## src/hw/rtl/x86d_pkg.sv

```systemverilog
// ----------------------------------------------------------------------------
// x86d_pkg
// Shared types, opcode patterns and classification functions of the decoder.
// ----------------------------------------------------------------------------
package x86d_pkg;

    localparam int X86D_QDEPTH = 4;

    // Opcode patterns, compared against the upper bits of the first byte.
    localparam logic [5:0] PAT_MOV_RM   = 6'b100010;
    localparam logic [3:0] PAT_MOV_IMMR = 4'b1011;
    localparam logic [5:0] PAT_IMM_RM   = 6'b100000;
    localparam logic [5:0] PAT_ADD_RM   = 6'b000000;
    localparam logic [6:0] PAT_ADD_ACC  = 7'b0000010;
    localparam logic [5:0] PAT_SUB_RM   = 6'b001010;
    localparam logic [6:0] PAT_SUB_ACC  = 7'b0010110;
    localparam logic [5:0] PAT_CMP_RM   = 6'b001110;
    localparam logic [6:0] PAT_CMP_ACC  = 7'b0011110;
    localparam logic [2:0] RM_DIRECT    = 3'b110;

    // Immediate sub-operation codes from ModRM bits 5..3.
    localparam logic [2:0] SUB_ADD = 3'b000;
    localparam logic [2:0] SUB_SUB = 3'b101;
    localparam logic [2:0] SUB_CMP = 3'b111;

    typedef enum logic [2:0] {
        KIND_REG_RM  = 3'd0,
        KIND_IMM_RM  = 3'd1,
        KIND_IMM_REG = 3'd2,
        KIND_IMM_ACC = 3'd3,
        KIND_INVALID = 3'd4
    } t_kind;

    typedef enum logic [1:0] {
        OP_MOV = 2'd0,
        OP_ADD = 2'd1,
        OP_SUB = 2'd2,
        OP_CMP = 2'd3
    } t_op;

    // Role of one code byte inside its instruction.
    typedef enum logic [2:0] {
        TAG_OPC     = 3'd0,
        TAG_MODRM   = 3'd1,
        TAG_DISP8   = 3'd2,
        TAG_DISP_LO = 3'd3,
        TAG_DISP_HI = 3'd4,
        TAG_IMM_LO  = 3'd5,
        TAG_IMM_SX  = 3'd6,
        TAG_IMM_HI  = 3'd7
    } t_tag;

    typedef struct packed {
        t_tag       tag;
        logic       last;
        logic [7:0] code_byte;
    } t_entry;

    typedef struct packed {
        logic [2:0]        inst_kind;
        logic [1:0]        operation;
        logic              dir_bit;
        logic              wide_bit;
        logic              sign_bit;
        logic [1:0]        mode_field;
        logic [2:0]        reg_num;
        logic [2:0]        rm_field;
        logic signed [15:0] displacement;
        logic [15:0]       immediate;
        logic [2:0]        inst_length;
    } t_result;

    function automatic t_kind x86d_kind(input logic [7:0] b);
        t_kind k;
        if (b[7:2] == PAT_MOV_RM)        k = KIND_REG_RM;
        else if (b[7:4] == PAT_MOV_IMMR) k = KIND_IMM_REG;
        else if (b[7:2] == PAT_IMM_RM)   k = KIND_IMM_RM;
        else if (b[7:2] == PAT_ADD_RM)   k = KIND_REG_RM;
        else if (b[7:1] == PAT_ADD_ACC)  k = KIND_IMM_ACC;
        else if (b[7:2] == PAT_SUB_RM)   k = KIND_REG_RM;
        else if (b[7:1] == PAT_SUB_ACC)  k = KIND_IMM_ACC;
        else if (b[7:2] == PAT_CMP_RM)   k = KIND_REG_RM;
        else if (b[7:1] == PAT_CMP_ACC)  k = KIND_IMM_ACC;
        else                             k = KIND_INVALID;
        return k;
    endfunction

    function automatic t_op x86d_op(input logic [7:0] b);
        t_op o;
        if (b[7:2] == PAT_ADD_RM || b[7:1] == PAT_ADD_ACC)      o = OP_ADD;
        else if (b[7:2] == PAT_SUB_RM || b[7:1] == PAT_SUB_ACC) o = OP_SUB;
        else if (b[7:2] == PAT_CMP_RM || b[7:1] == PAT_CMP_ACC) o = OP_CMP;
        else                                                    o = OP_MOV;
        return o;
    endfunction

    // Number of displacement bytes that follow a ModRM byte.
    function automatic logic [1:0] x86d_disp_bytes(input logic [7:0] modrm);
        logic [1:0] n;
        case (modrm[7:6])
            2'b01:   n = 2'd1;
            2'b10:   n = 2'd2;
            2'b00:   n = (modrm[2:0] == RM_DIRECT) ? 2'd2 : 2'd0;
            default: n = 2'd0;
        endcase
        return n;
    endfunction

    // True when the instruction carries a two-byte immediate.
    function automatic logic x86d_imm_two(input logic [7:0] opc);
        t_kind k;
        logic  two;
        k = x86d_kind(opc);
        if (k == KIND_IMM_REG)     two = opc[3];
        else if (k == KIND_IMM_RM) two = opc[0] & ~opc[1];
        else                       two = opc[0];
        return two;
    endfunction

endpackage

```

## src/hw/rtl/x86d_byte_if.sv

```systemverilog
// ----------------------------------------------------------------------------
// x86d_byte_if
// Valid/ready channel that carries one code byte per word.
// ----------------------------------------------------------------------------
interface x86d_byte_if;
    logic       valid;
    logic       ready;
    logic [7:0] code_byte;

    modport source (output valid, output code_byte, input ready);
    modport sink   (input valid, input code_byte, output ready);
endinterface

```

## src/hw/rtl/x86d_inst_if.sv

```systemverilog
// ----------------------------------------------------------------------------
// x86d_inst_if
// Valid/ready channel that carries one decoded instruction per word.
// ----------------------------------------------------------------------------
interface x86d_inst_if;
    logic               valid;
    logic               ready;
    logic [2:0]         inst_kind;
    logic [1:0]         operation;
    logic               dir_bit;
    logic               wide_bit;
    logic               sign_bit;
    logic [1:0]         mode_field;
    logic [2:0]         reg_num;
    logic [2:0]         rm_field;
    logic signed [15:0] displacement;
    logic [15:0]        immediate;
    logic [2:0]         inst_length;

    modport source (
        output valid, output inst_kind, output operation, output dir_bit,
        output wide_bit, output sign_bit, output mode_field, output reg_num,
        output rm_field, output displacement, output immediate,
        output inst_length, input ready
    );
    modport sink (
        input valid, input inst_kind, input operation, input dir_bit,
        input wide_bit, input sign_bit, input mode_field, input reg_num,
        input rm_field, input displacement, input immediate,
        input inst_length, output ready
    );
endinterface

```

## src/hw/rtl/x86_16bit_instruction_decoder.sv

```systemverilog
// ----------------------------------------------------------------------------
// x86_16bit_instruction_decoder
// 8086 decoder for MOV/ADD/SUB/CMP forms, fed one code byte per word.
// ----------------------------------------------------------------------------
// Usage: i_code delivers the code stream one byte per word; o_inst delivers
// one decoded instruction per word, after the last byte of that instruction.
// Opcode bytes that are not one of the decoded forms produce an invalid word
// of length 1 at once; a bad immediate sub-operation is consumed in full and
// reported as invalid with its complete length.
// Throughput: one code byte per cycle while the queue has room. The front part classifies
// each byte with a small pattern match and its phase register, so i_code
// takes a byte every cycle while the queue has room.
// Output: the last byte of an instruction is first written into the queue; once
// it is at the head of the queue and the result register is free, it is
// registered into the result register of the back part and o_inst.valid rises.
// Stalls: when o_inst is held off, the back part keeps consuming bytes that
// do not finish an instruction; the queue then fills and i_code.ready drops.
// Reset: synchronous, active low; the decoder expects an opcode byte, the
// queue is empty and o_inst.valid is low.
// ----------------------------------------------------------------------------
module x86_16bit_instruction_decoder #(
    parameter int QDEPTH = x86d_pkg::X86D_QDEPTH
) (
    input  logic        i_clk,
    input  logic        i_rst_n,
    x86d_byte_if.sink   i_code,
    x86d_inst_if.source o_inst
);
    import x86d_pkg::*;

    // Front to queue.
    logic   push_valid;
    logic   push_ready;
    t_entry push_entry;

    // Queue to back.
    logic   pop_valid;
    logic   pop_ready;
    t_entry pop_entry;

    // The front part sees the stream in order and decides the role of every
    // byte; the tags it gives do not depend on the result side.
    x86d_front u_front (
        .i_clk        (i_clk),
        .i_rst_n      (i_rst_n),
        .i_code       (i_code),
        .o_push_valid (push_valid),
        .o_push_entry (push_entry),
        .i_push_ready (push_ready)
    );

    // The queue decouples the two parts so that a stalled result does not
    // stop byte intake until the queue is full.
    x86d_queue #(
        .DEPTH (QDEPTH)
    ) u_queue (
        .i_clk        (i_clk),
        .i_rst_n      (i_rst_n),
        .i_push_valid (push_valid),
        .i_push_entry (push_entry),
        .o_push_ready (push_ready),
        .o_pop_valid  (pop_valid),
        .o_pop_entry  (pop_entry),
        .i_pop_ready  (pop_ready)
    );

    // The back part assembles fields and holds the finished result.
    x86d_back u_back (
        .i_clk       (i_clk),
        .i_rst_n     (i_rst_n),
        .i_pop_valid (pop_valid),
        .i_pop_entry (pop_entry),
        .o_pop_ready (pop_ready),
        .o_inst      (o_inst)
    );

endmodule

```

## src/hw/rtl/x86d_front.sv

```systemverilog
// ----------------------------------------------------------------------------
// x86d_front
// Tracks the position inside the current instruction and tags each byte.
// ----------------------------------------------------------------------------
module x86d_front (
    input  logic             i_clk,
    input  logic             i_rst_n,
    x86d_byte_if.sink        i_code,
    output logic             o_push_valid,
    output x86d_pkg::t_entry o_push_entry,
    input  logic             i_push_ready
);
    import x86d_pkg::*;

    typedef enum logic [2:0] {
        PH_OPCODE  = 3'd0,
        PH_MODRM   = 3'd1,
        PH_DISP_LO = 3'd2,
        PH_DISP_HI = 3'd3,
        PH_IMM_LO  = 3'd4,
        PH_IMM_HI  = 3'd5
    } t_phase;

    t_phase     r_phase, n_phase;
    logic [7:0] r_opcode;
    logic [7:0] r_modrm;
    t_entry     entry;
    logic       accept;
    logic       imm_rm_op;
    logic [7:0] b;

    assign b            = i_code.code_byte;
    assign i_code.ready = i_push_ready;
    assign o_push_valid = i_code.valid;
    assign o_push_entry = entry;
    assign accept       = i_code.valid & i_push_ready;
    assign imm_rm_op    = (r_opcode[7:2] == PAT_IMM_RM);

    always_comb begin
        n_phase         = r_phase;
        entry.tag       = TAG_OPC;
        entry.last      = 1'b0;
        entry.code_byte = b;
        case (r_phase)
            PH_MODRM: begin
                entry.tag = TAG_MODRM;
                if (x86d_disp_bytes(b) != 2'd0) begin
                    n_phase = PH_DISP_LO;
                end else if (imm_rm_op) begin
                    n_phase = PH_IMM_LO;
                end else begin
                    entry.last = 1'b1;
                    n_phase    = PH_OPCODE;
                end
            end
            PH_DISP_LO, PH_DISP_HI: begin
                if (r_phase == PH_DISP_HI) begin
                    entry.tag = TAG_DISP_HI;
                end else if (x86d_disp_bytes(r_modrm) == 2'd2) begin
                    entry.tag = TAG_DISP_LO;
                end else begin
                    entry.tag = TAG_DISP8;
                end
                if (entry.tag == TAG_DISP_LO) begin
                    n_phase = PH_DISP_HI;
                end else if (imm_rm_op) begin
                    n_phase = PH_IMM_LO;
                end else begin
                    entry.last = 1'b1;
                    n_phase    = PH_OPCODE;
                end
            end
            PH_IMM_LO: begin
                if (x86d_imm_two(r_opcode)) begin
                    entry.tag = TAG_IMM_LO;
                    n_phase   = PH_IMM_HI;
                end else begin
                    // A byte immediate with s and w both set is sign-extended.
                    entry.tag  = (imm_rm_op && r_opcode[1:0] == 2'b11 && b[7])
                                 ? TAG_IMM_SX : TAG_IMM_LO;
                    entry.last = 1'b1;
                    n_phase    = PH_OPCODE;
                end
            end
            PH_IMM_HI: begin
                entry.tag  = TAG_IMM_HI;
                entry.last = 1'b1;
                n_phase    = PH_OPCODE;
            end
            default: begin
                // Expecting an opcode; unused phase codes land here as well.
                entry.tag = TAG_OPC;
                case (x86d_kind(b))
                    KIND_INVALID: begin
                        entry.last = 1'b1;
                        n_phase    = PH_OPCODE;
                    end
                    KIND_IMM_REG, KIND_IMM_ACC: n_phase = PH_IMM_LO;
                    default:                    n_phase = PH_MODRM;
                endcase
            end
        endcase
    end

    always_ff @(posedge i_clk) begin
        if (!i_rst_n) begin
            r_phase  <= PH_OPCODE;
            r_opcode <= '0;
            r_modrm  <= '0;
        end else if (accept) begin
            r_phase <= n_phase;
            if (entry.tag == TAG_OPC) begin
                r_opcode <= b;
                r_modrm  <= '0;
            end
            if (entry.tag == TAG_MODRM) begin
                r_modrm <= b;
            end
        end
    end

endmodule

```

## src/hw/rtl/x86d_queue.sv

```systemverilog
// ----------------------------------------------------------------------------
// x86d_queue
// Small flip-flop FIFO of tagged bytes between the front and back parts.
// ----------------------------------------------------------------------------
module x86d_queue #(
    parameter int DEPTH = x86d_pkg::X86D_QDEPTH
) (
    input  logic             i_clk,
    input  logic             i_rst_n,
    input  logic             i_push_valid,
    input  x86d_pkg::t_entry i_push_entry,
    output logic             o_push_ready,
    output logic             o_pop_valid,
    output x86d_pkg::t_entry o_pop_entry,
    input  logic             i_pop_ready
);
    import x86d_pkg::*;

    localparam int PW = (DEPTH > 1) ? $clog2(DEPTH) : 1;
    localparam int CW = $clog2(DEPTH + 1);
    localparam logic [PW-1:0] LAST_PTR = PW'(DEPTH - 1);
    localparam logic [CW-1:0] FULL_CNT = CW'(DEPTH);

    t_entry        r_mem [DEPTH];
    logic [PW-1:0] r_wr_ptr, r_rd_ptr;
    logic [CW-1:0] r_count;
    logic          push, pop;

    assign o_push_ready = (r_count != FULL_CNT);
    assign o_pop_valid  = (r_count != '0);
    assign o_pop_entry  = r_mem[r_rd_ptr];
    assign push         = i_push_valid & o_push_ready;
    assign pop          = o_pop_valid & i_pop_ready;

    always_ff @(posedge i_clk) begin
        if (push) begin
            r_mem[r_wr_ptr] <= i_push_entry;
        end
    end

    always_ff @(posedge i_clk) begin
        if (!i_rst_n) begin
            r_wr_ptr <= '0;
            r_rd_ptr <= '0;
            r_count  <= '0;
        end else begin
            if (push) begin
                r_wr_ptr <= (r_wr_ptr == LAST_PTR) ? '0 : r_wr_ptr + 1'b1;
            end
            if (pop) begin
                r_rd_ptr <= (r_rd_ptr == LAST_PTR) ? '0 : r_rd_ptr + 1'b1;
            end
            if (push && !pop) begin
                r_count <= r_count + 1'b1;
            end else if (pop && !push) begin
                r_count <= r_count - 1'b1;
            end
        end
    end

endmodule

```

## src/hw/rtl/x86d_back.sv

```systemverilog
// ----------------------------------------------------------------------------
// x86d_back
// Gathers instruction bytes by tag and registers the decoded result.
// ----------------------------------------------------------------------------
module x86d_back (
    input  logic             i_clk,
    input  logic             i_rst_n,
    input  logic             i_pop_valid,
    input  x86d_pkg::t_entry i_pop_entry,
    output logic             o_pop_ready,
    x86d_inst_if.source      o_inst
);
    import x86d_pkg::*;

    logic [7:0]  r_opcode, n_opcode;
    logic [7:0]  r_modrm, n_modrm;
    logic [15:0] r_disp, n_disp;
    logic [15:0] r_imm, n_imm;
    logic [2:0]  r_count, n_count;
    logic        r_out_valid;
    t_result     r_res, res;
    t_kind       kind;
    t_op         op;
    logic [7:0]  b;
    logic        out_free;
    logic        pop;

    assign b           = i_pop_entry.code_byte;
    assign out_free    = ~r_out_valid | o_inst.ready;
    assign o_pop_ready = ~i_pop_entry.last | out_free;
    assign pop         = i_pop_valid & o_pop_ready;

    // Field capture for the byte at the head of the queue.
    always_comb begin
        n_opcode = r_opcode;
        n_modrm  = r_modrm;
        n_disp   = r_disp;
        n_imm    = r_imm;
        n_count  = r_count + 3'd1;
        case (i_pop_entry.tag)
            TAG_OPC: begin
                n_opcode = b;
                n_modrm  = '0;
                n_disp   = '0;
                n_imm    = '0;
                n_count  = 3'd1;
            end
            TAG_MODRM:   n_modrm = b;
            TAG_DISP8:   n_disp  = {{8{b[7]}}, b};
            TAG_DISP_LO: n_disp  = {8'h00, b};
            TAG_DISP_HI: n_disp  = {b, r_disp[7:0]};
            TAG_IMM_LO:  n_imm   = {8'h00, b};
            TAG_IMM_SX:  n_imm   = {8'hFF, b};
            TAG_IMM_HI:  n_imm   = {b, r_imm[7:0]};
            default:     n_imm   = r_imm;
        endcase
    end

    // Result formed from the values as they stand after this byte.
    always_comb begin
        kind = x86d_kind(n_opcode);
        op   = x86d_op(n_opcode);
        if (kind == KIND_IMM_RM) begin
            case (n_modrm[5:3])
                SUB_ADD: op = OP_ADD;
                SUB_SUB: op = OP_SUB;
                SUB_CMP: op = OP_CMP;
                default: kind = KIND_INVALID;
            endcase
        end
        res             = '0;
        res.inst_kind   = kind;
        res.inst_length = n_count;
        if (kind != KIND_INVALID) begin
            res.operation = op;
        end
        case (kind)
            KIND_REG_RM, KIND_IMM_RM: begin
                res.wide_bit     = n_opcode[0];
                res.mode_field   = n_modrm[7:6];
                res.rm_field     = n_modrm[2:0];
                res.displacement = n_disp;
                if (kind == KIND_REG_RM) begin
                    res.dir_bit = n_opcode[1];
                    res.reg_num = n_modrm[5:3];
                end else begin
                    res.sign_bit  = n_opcode[1];
                    res.immediate = n_imm;
                end
            end
            KIND_IMM_REG: begin
                res.wide_bit  = n_opcode[3];
                res.reg_num   = n_opcode[2:0];
                res.immediate = n_imm;
            end
            KIND_IMM_ACC: begin
                res.wide_bit  = n_opcode[0];
                res.immediate = n_imm;
            end
            default: res.inst_length = n_count;
        endcase
    end

    always_ff @(posedge i_clk) begin
        if (!i_rst_n) begin
            r_opcode    <= '0;
            r_modrm     <= '0;
            r_disp      <= '0;
            r_imm       <= '0;
            r_count     <= '0;
            r_out_valid <= 1'b0;
        end else begin
            if (pop) begin
                r_opcode <= n_opcode;
                r_modrm  <= n_modrm;
                r_disp   <= n_disp;
                r_imm    <= n_imm;
                r_count  <= n_count;
            end
            if (pop && i_pop_entry.last) begin
                r_out_valid <= 1'b1;
            end else if (o_inst.ready) begin
                r_out_valid <= 1'b0;
            end
        end
    end

    always_ff @(posedge i_clk) begin
        if (pop && i_pop_entry.last) begin
            r_res <= res;
        end
    end

    assign o_inst.valid        = r_out_valid;
    assign o_inst.inst_kind    = r_res.inst_kind;
    assign o_inst.operation    = r_res.operation;
    assign o_inst.dir_bit      = r_res.dir_bit;
    assign o_inst.wide_bit     = r_res.wide_bit;
    assign o_inst.sign_bit     = r_res.sign_bit;
    assign o_inst.mode_field   = r_res.mode_field;
    assign o_inst.reg_num      = r_res.reg_num;
    assign o_inst.rm_field     = r_res.rm_field;
    assign o_inst.displacement = r_res.displacement;
    assign o_inst.immediate    = r_res.immediate;
    assign o_inst.inst_length  = r_res.inst_length;

endmodule

```

## src/flat_wrapper.sv

```systemverilog
// flat-port wrapper written by rule: the top's interface ports become plain ports
module x86_16bit_instruction_decoder_flat import x86d_pkg::*;
#(
    parameter int QDEPTH = x86d_pkg::X86D_QDEPTH
)
  (i_clk, i_rst_n, i_code_valid, i_code_code_byte, i_code_ready, o_inst_valid, o_inst_inst_kind, o_inst_operation, o_inst_dir_bit, o_inst_wide_bit, o_inst_sign_bit, o_inst_mode_field, o_inst_reg_num, o_inst_rm_field, o_inst_displacement, o_inst_immediate, o_inst_inst_length, o_inst_ready);
  x86d_byte_if i_code_i ();
  x86d_inst_if o_inst_i ();
  input  logic i_clk;
  input  logic i_rst_n;
  input wire logic [$bits(i_code_i.valid)-1:0] i_code_valid;
  input wire logic [$bits(i_code_i.code_byte)-1:0] i_code_code_byte;
  output wire logic [$bits(i_code_i.ready)-1:0] i_code_ready;
  output wire logic [$bits(o_inst_i.valid)-1:0] o_inst_valid;
  output wire logic [$bits(o_inst_i.inst_kind)-1:0] o_inst_inst_kind;
  output wire logic [$bits(o_inst_i.operation)-1:0] o_inst_operation;
  output wire logic [$bits(o_inst_i.dir_bit)-1:0] o_inst_dir_bit;
  output wire logic [$bits(o_inst_i.wide_bit)-1:0] o_inst_wide_bit;
  output wire logic [$bits(o_inst_i.sign_bit)-1:0] o_inst_sign_bit;
  output wire logic [$bits(o_inst_i.mode_field)-1:0] o_inst_mode_field;
  output wire logic [$bits(o_inst_i.reg_num)-1:0] o_inst_reg_num;
  output wire logic [$bits(o_inst_i.rm_field)-1:0] o_inst_rm_field;
  output wire logic [$bits(o_inst_i.displacement)-1:0] o_inst_displacement;
  output wire logic [$bits(o_inst_i.immediate)-1:0] o_inst_immediate;
  output wire logic [$bits(o_inst_i.inst_length)-1:0] o_inst_inst_length;
  input wire logic [$bits(o_inst_i.ready)-1:0] o_inst_ready;
  assign i_code_i.valid = i_code_valid;
  assign i_code_i.code_byte = i_code_code_byte;
  assign i_code_ready = i_code_i.ready;
  assign o_inst_valid = o_inst_i.valid;
  assign o_inst_inst_kind = o_inst_i.inst_kind;
  assign o_inst_operation = o_inst_i.operation;
  assign o_inst_dir_bit = o_inst_i.dir_bit;
  assign o_inst_wide_bit = o_inst_i.wide_bit;
  assign o_inst_sign_bit = o_inst_i.sign_bit;
  assign o_inst_mode_field = o_inst_i.mode_field;
  assign o_inst_reg_num = o_inst_i.reg_num;
  assign o_inst_rm_field = o_inst_i.rm_field;
  assign o_inst_displacement = o_inst_i.displacement;
  assign o_inst_immediate = o_inst_i.immediate;
  assign o_inst_inst_length = o_inst_i.inst_length;
  assign o_inst_i.ready = o_inst_ready;
  x86_16bit_instruction_decoder #(.QDEPTH(QDEPTH)) u_core (.i_clk(i_clk), .i_rst_n(i_rst_n), .i_code(i_code_i), .o_inst(o_inst_i));
endmodule
```

## config.mk

```make
export PLATFORM = sky130hd
export DESIGN_NAME = x86_16bit_instruction_decoder_flat
export DESIGN_NICKNAME = d
export VERILOG_FILES = /design/src/hw/rtl/x86d_pkg.sv /design/src/hw/rtl/x86d_byte_if.sv /design/src/hw/rtl/x86d_inst_if.sv /design/src/hw/rtl/x86_16bit_instruction_decoder.sv /design/src/hw/rtl/x86d_front.sv /design/src/hw/rtl/x86d_queue.sv /design/src/hw/rtl/x86d_back.sv /design/src/flat_wrapper.sv
export SDC_FILE = /design/constraint.sdc
export NUM_CORES = 1
export LEC_CHECK = 0
export BUFFER_PORTS_ARGS = -buffer_cell sky130_fd_sc_hd__buf_2
export CORE_UTILIZATION = 60
export DETAILED_ROUTE_END_ITERATION = 12
export GPL_ROUTABILITY_DRIVEN = 1
export PLACE_DENSITY_LB_ADDON = 0.3
export SYNTH_ARGS = -nofsm -noshare
export SYNTH_HDL_FRONTEND = slang
export SYNTH_HIERARCHICAL = 1
export SYNTH_SLANG_ARGS = --single-unit
```

## constraint.sdc

```tcl
create_clock -name i_clk -period 4.82 [get_ports i_clk]
set_input_delay 0.964 -clock i_clk [delete_from_list [all_inputs] [get_ports i_clk]]
set_output_delay 0.964 -clock i_clk [all_outputs]
set_load 0.01 [all_outputs]
```

### Word level (Yosys, flattened, before mapping)

Memories as Yosys holds them, arrays and structs flattened. A register that Yosys moved wholly into a read port is not among the register bits.
Cells that the tools add are included.

| word-level totals | value |
|---|---|
| register bits | 129 |
| RAM bits | 48 |
| bits of input ports | 12 |
| output and inout port bits | 53 |
| word-level logic and storage cells | 219 |
| memories kept | 1 |

| cells by class | value |
|---|---|
| add/sub/neg operators | 5 |
| equal/unequal tests | 61 |
| muxes and demuxes | 85 |
| bitwise operators | 9 |
| reductions and logical operators | 35 |

Memory list:

| memory | depth | width | rd ports | clocked after memory_dff | write ports | line | text |
|---|---|---|---|---|---|---|---|
| u_core.u_queue.r_mem | 4 | 12 | 1 | 1 | 1 | x86d_queue.sv:24 | `t_entry r_mem [DEPTH];` |

Operators with widths:

| operator | count |
|---|---|
| $pmux 16 s4 | 2 |
| $mux 3 | 41 |
| $eq 7x5->1 const B | 6 |
| $eq 6x4->1 const B | 6 |
| $eq 6x6->1 const B | 6 |
| $eq 3x3->1 const B | 11 |
| $pmux 16 s2 | 1 |
| $eq 3x2->1 const B | 10 |
| $mux 2 | 15 |
| $mux 8 | 3 |
| $eq 7x2->1 const B | 3 |
| $eq 3x1->1 const B | 6 |
| $logic_not 6->1 | 3 |
| $pmux 2 s3 | 3 |
| $mux 16 | 1 |
| $pmux 4 s4 | 1 |
| $pmux 8 s2 | 1 |
| $mux 1 | 13 |
| $eq 2x2->1 const B | 6 |
| $eq 4x4->1 const B | 3 |
| $logic_not 3->1 | 4 |
| $pmux 3 s2 | 2 |
| $pmux 3 s4 | 1 |
| $reduce_or 2->1 | 5 |
| other kinds (18) | 42 |

### Logic depth before layout (Yosys ltp)

| logic depth | value |
|---|---|
| depth after elaboration | 20 |
| depth in mapped cells | 10 |
| gate-level depth less buffers | 9 |

### By module

The synthesis kept the hierarchy.

By module, submodules not included:

| module | instances | cells each | area each (µm²) | sequential area each (µm²) |
|---|---|---|---|---|
| x86d_back | 1 | 505 | 5170.0 | 2572.5 |
| x86d_queue | 1 | 113 | 2208.4 | 1621.6 |
| x86d_front | 1 | 142 | 1104.8 | 320.3 |

### Least setup slack after synthesis

Ideal clock, no wire load.

| timing | value |
|---|---|
| kind | register -> register |
| start | reg with a tool-made name |
| end | reg u_core.u_back.r_res, in the netlist u_core/u_back/o_inst.displacement[10], data pin |
| setup time | 0.261 ns |
| arrival | 2.597 ns |
| data required time | 4.559 ns |
| setup slack | 1.962 ns |
| stages on the path, launching flop included | 11 |
| buffers on the path | 4 |
| period minus slack after synthesis | 2.858 ns |
| path through | dfxtp_1 buf_4 mux4_2 or3_1 buf_6 buf_6 nand3b_4 o22ai_2 o31ai_4 buf_6 a21oi_2 |

RTL lines:

| what | line | text |
|---|---|---|
| to (signal assigned) | x86d_back.sv:130 | `r_res <= res;` |
| to (decl) | x86d_back.sv:21 | `t_result r_res, res;` |

==> impl_metrics.py <==
metrics = {
    "global_routing": {
        "grt.total_usage": 0.256,
        "grt_max_degree": 52,
        "grt_remaining_overflow": 0,
        "grt_pass1_wl_mm": 28.6,
        "grt_pass1_vias": 5605,
        "grt_antenna_before_repair": 0,
    },
    "sta": {
        "maxSlewViolCount": 0,
        "setup_viol": 0,
        "tns_ps": 0,
        "worst_pin_slew_ps": 1180,
        "fmax_mhz": 275,
        "relSlewSlack": 0.214,
        "fin_crit_sh": 0.754,
        "hold-worst-slack_ps": 459,
        "finalHoldViolCount": 0,
        "rsz0062_at_grt": "no",
        "min_period_ps": 3630,
        "finClkSkew_ps": 9.81,
    },
    "critical_path": {
        "crit_buf_inv": 1,
        "cp_slowest_cell": "or3_1",
        "cpPeakStageDelay_ps": 770,
        "worstSetupStartpointType": "flip-flop",
        "crit_chain": "mux4_2 > or3_1 > nand2_2 > o22ai_1 > o31ai_4 > buf_4 > a22oi_1",
        "crit_arrival_ps": 3790,
        "crit_path_end_kind": "flip-flop",
        "critPathMaxFanout": 33,
        "worstPathRequired_ps": 4980,
        "cp_top_family": "simple AND/OR/NAND/NOR gates",
        "crit_type": "reg -> reg",
    },
    "run_status": {
        "status": "finished, final reports clean",
    },
    "power": {
        "p_sw_mw": 2.79,
        "ir_drop_v": 0.000363,
        "pwr-share-comb": 0.457,
        "p_per_area_nw_per_um2": 726,
        "sw_frac_of_total": 0.415,
        "power.internal_mw": 3.94,
        "p_seq_frac": 0.352,
        "p_leak_nw": 3.28,
        "pwr-share-clk": 0.191,
    },
    "clocking": {
        "cts_setup_buffers": 0,
        "ctsHoldBuffers": 0,
        "htree_levels": 4,
        "numCtsBuffers": 17,
        "clockRootBuffer": "clkbuf_16",
        "ctsResizeCount": 0,
        "clk_pin_slew_ps": 60,
        "clockBufferDepth": 2,
        "clk_latency_ps": 430,
        "cts.sinks": 176,
        "tritoncts": "built",
    },
    "floorplan": {
        "start_util": 0.614,
        "chipWidth_um": 121,
        "dieArea_um2": 14600,
        "core_um2": 13800,
        "fp.dieH_um": 121,
        "rows": 43,
        "boundaryPins": 65,
    },
    "route": {
        "viasPerCell": 6.27,
        "wl_mm": 18.3,
        "drtAntennaViolNets": 0,
        "drtIter0Drc": 538,
        "drtPass1Iterations": 6,
        "vias": 6139,
        "route.detailed.drc": 0,
        "wl_per_cell_um": 18.7,
    },
    "hold_path": {
        "hold_class": "reg -> reg",
    },
    "yosys": {
        "synth_area_leader_cell": "edfxtp_1",
        "synth_seq_area_share": 0.532,
        "syn_area_per_cell_um2": 11.2,
        "async_flop_share": 0,
        "synth.top_cell.area_share": 0.350,
        "synth.distinct_cells": 88,
        "synth_seq_cells": 176,
        "synth_area_leaders": "edfxtp_1 (35%), dfxtp_1 (18%), nor2_1 (3.3%)",
        "syn_inst": 760,
        "synth_edf_count": 99,
        "syn_area_um2": 8480,
        "syn_nets": 782,
        "yosys_warnings": 6,
        "ys.flop_type": "edfxtp_1",
    },
    "layout": {
        "layout_commonest_cell": "edfxtp_1",
        "final_cell_mix": "edfxtp_1 (99), dfxtp_1 (77), nor2_1 (75)",
        "n_antenna_cell": 0,
        "fin_nets": 808,
        "area_delta_synth_final_pct": 9.32,
        "drive_above_1_share": 0.222,
    },
    "place": {
        "hpwl_mm": 12.2,
        "portBuffers": 64,
        "routabilityCongestion": 0.867,
    },
    "run": {
        "cap_violations": 0,
    },
}
## sequential cells by signal (all words and copies together) (netlist names), 8 cells and up, named ones only
name	flops
u_core/u_back/o_inst.immediate	16
u_core/u_back/o_inst.displacement	16
u_core/u_back/r_imm	16
u_core/u_back/r_opcode	8
u_core/u_back/r_modrm	8
u_core/u_front/r_opcode	8
u_core/u_queue/r_mem	48
u_core/u_back/r_disp	16
## kinds of logic after synthesis
| logic type | share of synthesized area |
|---|---|
| AO/OA/AOI/OAI | 0.179 |
| AND/OR/NAND/NOR | 0.164 |
| XOR/XNOR | 0.00413 |
| adder cells (fa/ha/maj) | 0.0156 |
| multiplexers | 0.0562 |
| buffers and inverters | 0.0493 |
| flip-flops | 0.532 |
## worst paths after layout
kind              cells past startpoint  slack [ps]                     start                                    to
hold reg to reg                       2         460  u_core/u_back/r_modrm[0]              u_core/u_back/r_modrm[0]
setup reg to reg                      7        1190                 flip-flop  u_core/u_back/o_inst.displacement[7]
setup / recovery                      7        1190                 flip-flop  u_core/u_back/o_inst.displacement[7]
hold / removal                        2         460  u_core/u_back/r_modrm[0]              u_core/u_back/r_modrm[0]
## power groups by stage
stage	registers [mW]	logic, mW	clock network, mW
global route	2.42	3.33	1.36
CTS	2.37	3.06	1.31
global placement	2.38	2.97	0
detailed placement	2.40	3.03	0
floorplan	2.47	2.29	0
finish	2.37	3.07	1.29
## cell usage after synthesis (all sizes together) (3+ instances only)
| master | n |
|---|---|
| o22ai | 7 |
| edfxtp | 99 |
| or2 | 4 |
| o211ai | 5 |
| a21oi | 60 |
| o21ai | 27 |
| nand2b | 5 |
| a31oi | 9 |
| nor2 | 75 |
| o21bai | 3 |
| a22o | 8 |
| nand2 | 69 |
| mux2i | 17 |
| nor2b | 13 |
| nand4 | 5 |
| inv | 13 |
| a21o | 4 |
| and3 | 6 |
| ha | 9 |
| o31ai | 3 |
| nand4b | 4 |
| nor3 | 6 |
| a22oi | 23 |
| nor4b | 10 |
| nand3 | 17 |
| o221ai | 7 |
| nand3b | 5 |
| and2 | 10 |
| dfxtp | 77 |
| buf | 30 |
| or3 | 6 |
| a21boi | 11 |
| mux4 | 12 |
| clkbuf | 33 |
| a211oi | 26 |
| clkinv | 3 |
| or3b | 4 |
| nor3b | 7 |
## per-stage QoR
step | cells | power [mW] | setup slack, ps | area (µm²) | util
floorplan | 760 | 4.77 | 1960 | 8480 | -
global placement | 947 | 5.35 | 1320 | 8720 | 0.631
detailed placement | 947 | 5.43 | 1220 | 8720 | 0.631
CTS | 979 | 6.74 | 1210 | 9270 | 0.671
global route | 979 | 7.10 | 1020 | 9270 | 0.671
finish | 979 | 6.73 | 1190 | 9270 | 0.671
## tightest hold or removal path, delay by kind of cell (launching register included)
kind	cells	cell delay, ps
compound gates	1	50
flops	1	310
simple gates	1	50
## metal layers
metal | wire length [µm] | GRT usage | vias up
li1 | - | - | 2889
met1 | 7840 | 0.333 | 3001
met2 | 9180 | 0.438 | 224
met3 | 974 | 0.0461 | 25
met4 | 276 | 0.0733 | 0
met5 | 0 | 0 | -
## layout make-up
class                   instances  area [µm²]
clock buffers                  19         443
clock inverters                13         113
repair buffers                 70         365
inverters                      16        61.3
multi-input cells             505        3550
well taps                     180         225
fillers                      1023        4550
flip-flops and latches        176        4510
(Power assumes the default switching activity.)
